## src/rtl/cse_pkg.sv

```systemverilog
// Shared types, field widths and codes of the code book symbol expander.
`default_nettype none
package cse_pkg;

    localparam int unsigned ACT_W  = 2;
    localparam int unsigned IDX_W  = 8;
    localparam int unsigned LEN_W  = 3;
    localparam int unsigned PACK_W = 32;
    localparam int unsigned SYM_W  = 8;
    localparam int unsigned CNT_W  = 32;

    // slave tdata layout, lowest field first
    localparam int unsigned IN_IDX_LSB  = 0;
    localparam int unsigned IN_LEN_LSB  = IN_IDX_LSB + IDX_W;
    localparam int unsigned IN_PACK_LSB = IN_LEN_LSB + LEN_W;
    localparam int unsigned IN_CODE_LSB = IN_PACK_LSB + PACK_W;
    localparam int unsigned IN_USED_W   = IN_CODE_LSB + IDX_W;
    localparam int unsigned IN_DATA_W   = ((IN_USED_W + 7) / 8) * 8;

    // master tdata layout: symbol, length_ok, decoded_count
    localparam int unsigned OUT_USED_W = SYM_W + 1 + CNT_W;
    localparam int unsigned OUT_DATA_W = ((OUT_USED_W + 7) / 8) * 8;
    localparam int unsigned OUT_PAD_W  = OUT_DATA_W - OUT_USED_W;

    typedef enum logic [ACT_W-1:0] {
        ACT_LOAD   = 2'd0,
        ACT_DECODE = 2'd1,
        ACT_END    = 2'd2,
        ACT_NONE   = 2'd3
    } t_action;

    typedef enum logic {
        KIND_SYMBOL = 1'b0,
        KIND_STATUS = 1'b1
    } t_kind;

    typedef enum logic [1:0] {
        ST_IDLE   = 2'd0,
        ST_READ   = 2'd1,
        ST_EMIT   = 2'd2,
        ST_STATUS = 2'd3
    } t_state;

    typedef struct packed {
        logic load;
        logic step;
    } t_shift_ctl;

    typedef struct packed {
        logic [SYM_W-1:0] symbol;
        logic             last;
        logic             busy;
    } t_shift_sts;

endpackage
`default_nettype wire

```

## src/rtl/cse_shifter.sv

```systemverilog
// Byte-serial symbol shifter: hands out one symbol of an entry per step.
`default_nettype none
module cse_shifter (
    input  wire logic                        i_clk,
    input  wire logic                        i_rst_n,
    input  wire cse_pkg::t_shift_ctl         i_ctl,
    input  wire logic [cse_pkg::LEN_W-1:0]   i_len,
    input  wire logic [cse_pkg::PACK_W-1:0]  i_packed,
    output cse_pkg::t_shift_sts              o_sts
);

    logic [cse_pkg::PACK_W-1:0] r_data;
    logic [cse_pkg::LEN_W-1:0]  r_left;

    always_ff @(posedge i_clk) begin
        if (!i_rst_n) begin
            r_left <= '0;
        end else if (i_ctl.load) begin
            r_left <= i_len;
        end else if (i_ctl.step) begin
            r_left <= r_left - cse_pkg::LEN_W'(1);
        end
    end

    always_ff @(posedge i_clk) begin
        if (i_ctl.load) begin
            r_data <= i_packed;
        end else if (i_ctl.step) begin
            r_data <= {cse_pkg::SYM_W'(0), r_data[cse_pkg::PACK_W-1:cse_pkg::SYM_W]};
        end
    end

    assign o_sts.symbol = r_data[cse_pkg::SYM_W-1:0];
    assign o_sts.last   = (r_left == cse_pkg::LEN_W'(1));
    assign o_sts.busy   = (r_left != '0);

endmodule
`default_nettype wire

```

## config.mk

```make
export PLATFORM = sky130hd
export DESIGN_NAME = cse_shifter
export DESIGN_NICKNAME = d
export VERILOG_FILES = /design/src/rtl/cse_pkg.sv /design/src/rtl/cse_shifter.sv
export SDC_FILE = /design/constraint.sdc
export NUM_CORES = 1
export LEC_CHECK = 0
export ABC_CLOCK_PERIOD_IN_PS = 3000
export BUFFER_PORTS_ARGS = -buffer_cell sky130_fd_sc_hd__buf_2
export CAP_MARGIN = 30
export CORE_MARGIN = 2
export CORE_UTILIZATION = 40
export CTS_CLUSTER_SIZE = 20
export DETAILED_ROUTE_END_ITERATION = 8
export PLACE_DENSITY = 0.64
export SKIP_LAST_GASP = 1
export SLEW_MARGIN = 10
export SYNTH_ARGS = -nofsm -noshare
export SYNTH_HDL_FRONTEND = slang
export SYNTH_SLANG_ARGS = --single-unit
```

## constraint.sdc

```tcl
create_clock -name i_clk -period 3 [get_ports i_clk]
set_clock_uncertainty 0.05 [all_clocks]
set_input_delay 0.6 -clock i_clk [delete_from_list [all_inputs] [get_ports i_clk]]
set_output_delay 0.6 -clock i_clk [all_outputs]
set_load 0.02 [all_outputs]
```

### Word level (Yosys, flattened, before mapping)

Index checks and enable logic that the tools add are counted.
Widths: inputs -> output; s select.

* add/subtract/negate cells: 1
* reduce and logical (&&, ||, !) cells: 2
* equal/unequal tests: 1
* muxes and demuxes: 4

Operators by type and width (count)
* $mux 32: 2
* $mux 3: 2
* $eq 3x1->1 const B: 1
* $reduce_bool 3->1: 1
* $sub 3x1->3 const B: 1
* $reduce_bool 2->1: 1

* flip-flop bits (word level): 35
* bits of input ports: 39
* logic and storage cells: 10

### Logic depth before layout (Yosys ltp)

Gate-level depths: netlist of the first run.

* depth after elaboration: 3
* depth in mapped cells: 4
* mapped depth without buffers: 4

### Worst setup path after synthesis of the first run

OpenSTA, ideal clock, no wires.

* path kind: input-to-reg
* start: input i_ctl[1] (netlist name)
* end: register r_data[0] (netlist name), enable pin
* setup time: 375 ps
* stages on the path: 2
* arrival time: 1275 ps
* slack: 1301 ps
* path buffers: 1
* path through: buf_2 -> or2_2

* cells in the longest elaborated chain, start to end: 1

RTL lines
* from (decl): line cse_shifter.sv:6 `input wire cse_pkg::t_shift_ctl i_ctl,`
* $reduce_bool 2->1 (no source line)
* to (signal assigned): line cse_shifter.sv:27 `r_data <= i_packed;`
* to (signal assigned): line cse_shifter.sv:29 `r_data <= {cse_pkg::SYM_W'(0), r_data[cse_pkg::PACK_W-1:cse_pkg::SYM_W]};`
* to (decl): line cse_shifter.sv:12 `logic [cse_pkg::PACK_W-1:0] r_data;`

Every way passes these cells.
A chain may end at the register's enable or synchronous reset.

==> flow_summary.ini, run 1 <==
[global_routing]
antenna_found_initial = 0
first_global_vias = 918
grt_max_degree = 40
grt-ovfl-total = 0
grt_usage = 0.1165
grt_pass1_wl_mm = 3.650

[min_path]
worstHoldPathCells = 2
hold_path.startpoint = r_left[1]
min_to = r_left[1]
min_path_type = reg -> reg

[detailed_routing]
vias = 892
drtAntennaViolNets = 0
routed-wl-met3_um = 163
wl_per_cell_um = 12.56
drt_iter0_drc = 89
via_per_inst = 4.670
met1Wirelength_um = 903
drc = 0
maxUsedRoutingLayer = met4
wl_met2_mm = 1.276
finalWirelength_mm = 2.399
firstDrtPassIters = 4

[timing]
maxSlewHeadroom = 0.5101
setup_violations = 0
hold_viol = 0
period_share = 0.5967
period_minus_slack_ps = 1790
max_freq_ghz = 0.5586
slew_violations = 0
rsz0062_at_grt = false
finalSetupTns_ps = 0
tightestPinTransition_ps = 734.9

[finish]
diodes = 0
drive_gt1_frac = 0.5664
utilization = 0.5057
fin_nets = 185
final_common_cell = buf_2
synthToLayoutAreaGrowth_pct = 19.21
layout_common_cells = buf_2 (48), edfxtp_1 (32), mux2_2 (24), and2_1 (9), clkbuf_8 (5)

[clock_tree]
clkTransAtPathRegs_ps = 60
cts_root_buf = clkbuf_8
cts.htree.levels = 2
cts_resized = 0
clk_path_buf_depth = 2
cts_tree = done
clk_latency_ps = 270
holdBufCountCts = 0
cts.sinks = 35
cts_setup_buffers = 0
cts_made_buffers = 5

[synthesis]
netlist_area_um2 = 1577
yosys-top-cells-area = edfxtp_1 (61%), mux2_2 (17%), buf_4 (4.3%)
synth_largest_area_cell = edfxtp_1
synth_top_area_frac = 0.6095
syn_nets = 141
postSynthCellCount = 99
synth_seq_cells = 35
avgSynthCellArea_um2 = 15.92
synth_cell_type_count = 19
synth_warnings = 0
ys_seq_area_frac = 0.6476

[power_and_ir_drop]
p_per_area_nw_per_um2 = 552.5
vdd_drop_max_mv = 0.1742
leakagePower_uw = 0.0007916

[setup_path]
setup.worst_path.class = reg -> out
worstPathArrival_ps = 1140
reg2reg_slack_ps = 1750
reg2reg_from = r_left[0]
critical_path_required_ps = 2350
worstReg2RegEnd = r_left[1]
start_kind = register
cp_max_fo = 3
r2r_cells = 4
setup.worst_path.end_class = output port

[placement]
gp_congestion = 0.7551
dp_hpwl_mm = 1.631
port_buffers = 48

[die]
num_rows = 22
die_x_um = 66.78
die-area_um2 = 4460
core_area_um2 = 3716
initial_core_util = 0.4242
dieHeight_um = 66.78
io_pins = 49

[run_status]
run_status = complete, no violations

[job]
cap_violations = 0
[cell families (layout without fill, tap and decap cells)]
group	count (synthesis)	count (layout)	share of synthesized area
multiplexers	24	24	0.1714
AO/OA/AOI/OAI	4	4	0.02619
XOR/XNOR	1	1	0.005557
adder cells (fa/ha/maj)	3	3	0.02381
buffers and inverters	16	60	0.06190
flip-flops	35	35	0.6476
AND/OR/NAND/NOR	16	16	0.06349
[stage by stage]
| step | cell area (µm²) | total power (µW) | hold slack, ps | cells | setup WS, ps |
|---|---|---|---|---|---|
| global route | 1879 | 1091 | 498.1 | 191 | 1138 |
| detailed placement | 1802 | 748.0 | 468.6 | 184 | 1202 |
| floorplan | 1577 | 711.1 | 444.7 | 99 | 1301 |
| CTS | 1879 | 1051 | 477.7 | 191 | 1189 |
| global placement | 1802 | 740.3 | 466.6 | 184 | 1248 |
| finish | 1879 | 1038 | 476.3 | 191 | 1210 |
[flip-flops by register name (all words and copies together), names as in the netlist]
name and cells:
r_left 3, r_data 32
[critical path: stages, from the launching register on]
cell and delay, ps:
dfxtp_1 380, inv_1 80, ha_1 200, nand2b_1 60, buf_2 150
[cell usage after synthesis (all sizes together)]
cell type and count:
a2111oi 1, a211oi 1, and2 9, and4b 1, buf 12, dfxtp 3, edfxtp 32, ha 3
inv 4, mux2 24, nand2b 2, nand3 1, nor2 1, nor2b 1, o211a 1, o41ai 1
or2 1, xor2 1
[power breakdown]
group,internal (µW),switching (µW)
combinational,67.7,64.2
sequential,591,13.0
clock,154,149
total,813,226
[layout make-up]
class / instances / area [µm²]
clock buffers: 5 / 68.82
inverters: 4 / 15.01
fillers: 356 / 1837
flip-flops and latches: 35 / 1021
multi-input cells: 48 / 457.9
clock inverters: 2 / 8.758
repair buffers: 49 / 247.7
well taps: 48 / 60.06
[worst max path at each step]
stage                   start   endpoint  slack [ps]  depth (start not counted)
CTS                 r_left[0]   o_sts[0]        1190                          4
floorplan            i_ctl[1]  r_data[0]        1300                          2
detailed placement   i_ctl[0]  r_data[7]        1200                          2
global route        r_left[0]   o_sts[0]        1140                          4
finish              r_left[0]   o_sts[0]        1210                          4
global placement     i_ctl[0]  r_data[5]        1250                          2
[per-layer routing]
layer	global-route usage	up-vias
li1	-	439
met1	0.1047	417
met2	0.2175	29
met3	0.03885	7
met4	0.07653	0
met5	0	-
No activity file was read; power rests on OpenSTA's default activity.
==> inputs of run 2 (changes only) <==
ABC_AREA = 1   (was not set)
ABC_CLOCK_PERIOD_IN_PS = 1460   (was 3000)
PLACE_DENSITY = 0.66   (was 0.64)
clock period = 1.46 ns   (was 3 ns; I/O delays follow)
==> run 2 against run 1 <==
Setup slack got worse by 1200 ps; sequential cell count unchanged; final cell count rose by 40%; sequential power rose by 110%; clock power rose to 3.3 times the previous value; first-iteration DRC count decreased by 51%; critical path depth is the same; routed wire length rose by 9.9%; register-to-register slack got worse by 1400 ps; die area grew 3.7%; combinational power grew 120%.
==> flow_summary.ini, run 2 <==
[placement]
place_inst = 260
gp_congestion = 0.6470
dp_hpwl_mm = 1.843
port_buffers = 48

[clock_tree]
cts_tree = done
clk_path_buf_depth = 2
cts.sinks = 35
clkTransAtPathRegs_ps = 60
cts_root_buf = clkbuf_8
cts_made_buffers = 5
holdBufCountCts = 0
clk_latency_ps = 280
cts.htree.levels = 2

[finish]
regMostFlops = r_data
final_cells = 268
biggestRegsByFlops = r_data (32), r_left (3)
layout_common_cells = nand2_1 (92), buf_2 (46), edfxtp_1 (32), inv_1 (17), clkbuf_8 (5)
synthToLayoutAreaGrowth_pct = 24.52
final_common_cell = nand2_1
fill_cells = 381
drive_gt1_frac = 0.3119
largest_reg_flops = 32
diodes = 0
fin_nets = 259

[detailed_routing]
drt_iter0_drc = 44
drc = 0
finalWirelength_mm = 2.636
drtAntennaViolNets = 0
wl_per_cell_um = 9.836
vias = 1104
firstDrtPassIters = 4
via_per_inst = 4.119

[synthesis]
yosys-top-cells-area = edfxtp_1 (59%), nand2_1 (21%), buf_4 (5.0%)
postSynthCellCount = 173
ys_async_sr_fraction = 0
synth_largest_area_cell = edfxtp_1
synth_cell_type_count = 12
synth_edf_count = 32
synth_seq_cells = 35
synth_top_area_frac = 0.5867
synth_warnings = 0
synth_common_cells = nand2_1 (92), edfxtp_1 (32), inv_1 (21)
yosysMostFrequentCell = nand2_1
netlist_area_um2 = 1638
syn_nets = 215
ys_seq_area_frac = 0.6234
avgSynthCellArea_um2 = 9.467
synthFlopType = edfxtp_1

[timing]
hold_viol = 0
whs_ps = 178.2
period_share = 0.9608
maxSlewHeadroom = 0.5731
setup_violations = 0
finalSetupTns_ps = 0
rsz0062_at_grt = false
tightestPinTransition_ps = 639.6
max_freq_ghz = 0.7129
period_minus_slack_ps = 1403
slew_violations = 0

[power_and_ir_drop]
vdd_drop_max_mv = 0.7114
intPower_uw = 2009
leakagePower_uw = 0.001053
p_sw_uw = 523.5
p_per_area_nw_per_um2 = 1242
power_uw = 2533
comb_power_share = 0.114
clkPwrFrac = 0.398
p_sw_frac = 0.2067
power_frac_seq = 0.488

[global_routing]
grt_pass1_wl_mm = 4.167
first_global_vias = 1052
grt_usage = 0.1275
grt-ovfl-total = 0
antenna_found_initial = 0
grt_max_degree = 33

[die]
dieHeight_um = 67.99
initial_core_util = 0.4124
die-area_um2 = 4623
io_pins = 49
core_area_um2 = 3971
die_x_um = 67.99
num_rows = 23

[setup_path]
reg2reg_from = r_left[0]
worstReg2RegEnd = r_left[1]
worstPathArrival_ps = 1060
critical_path_required_ps = 1120
start_kind = register
setup.worst_path.class = reg -> out
cp_max_fo = 3
reg2reg_slack_ps = 380
r2r_cells = 7
setup.worst_path.end_class = output port

[min_path]
min_path_type = in -> reg
hold_path.startpoint = i_rst_n
min_to = r_left[0]
worstHoldPathCells = 3

[job]
cap_violations = 0

[run_status]
run_status = complete, no violations
[run 2: changes by cell type after synthesis, sizes merged, moves of 2 or more]
cell	previous run	this run
nand2b	2	0
buf	12	14
nand3	1	3
a21oi	0	2
and2	9	0
nor2	1	3
inv	4	21
nand2	0	92
mux2	24	0
[run 2: critical path, stage by stage (launching register included)]
cell,delay [ps]
dfxtp_4,370
inv_2,40
ha_1,180
nand2_1,70
buf_6,120
[run 2: through the flow]
step                      area (µm²)  utilization  setup WS (ps)
final                           2039       0.5135          57.22
after global routing            2039       0.5135          3.880
after CTS                       2009       0.5060          1.636
after floorplan                 1642            -          9.087
after detailed placement        1876       0.4723          108.3
after global placement          1876       0.4723          161.7
[run 2: routing by layer]
| layer | wire, µm | part of all wire | global-route usage |
|---|---|---|---|
| met4 | 78 | 0.030 | 0.09000 |
| met5 | 0 | 0 | 0 |
| met1 | 1047 | 0.40 | 0.1250 |
| met2 | 1339 | 0.51 | 0.2294 |
| met3 | 171 | 0.065 | 0.03454 |
[run 2: power groups by stage]
stage          Sequential [µW]  Clock (µW)  Combinational, µW
3_3_place_gp              1250           0                274
3_5_place_dp              1260           0                282
4_1_cts                   1230        1040                283
6_report                  1240        1010                290
2_1_floorplan             1250           0                207
5_1_grt                   1240        1070                329
[run 2: timing repair]
item | 4_1_cts | 5_1_grt
gates resized for setup | 1 | 12
pin swaps | 0 | 3
buffers inserted | 0 | 0
setup endpoints to repair | 1 | 2
[run 2: cell families (layout without fill, tap and decap cells)]
kind of cell | count (synthesis) | after routing | synth area share
compound gates | 2 | 2 | 0.006112
fa+ha+maj | 3 | 3 | 0.02292
buf+inv | 35 | 80 | 0.1115
flops | 35 | 35 | 0.6234
simple gates | 98 | 98 | 0.2361
[run 2: final cells by class]
cell class                 count  area [µm²]  area share
sequential                    35        1026      0.5031
multi-input combinational    103       449.2      0.2202
timing repair buffer          51       284.0      0.1393
inverter                      21       85.08     0.04172
clock buffer                   6       72.57     0.03558
tap                           50       62.56     0.03067
clock inverter                 2       60.06     0.02945
[run 2: worst max path at each step]
stage,from,endpoint,slack [ps],cells past startpoint
3_5_place_dp,i_ctl[1],r_data[9],110,4
2_1_floorplan,i_ctl[1],r_data[0],9,3
5_1_grt,r_left[0],o_sts[0],4,4
3_3_place_gp,i_ctl[1],r_data[14],160,4
4_1_cts,r_left[1],o_sts[1],2,5
6_report,r_left[0],o_sts[0],60,4
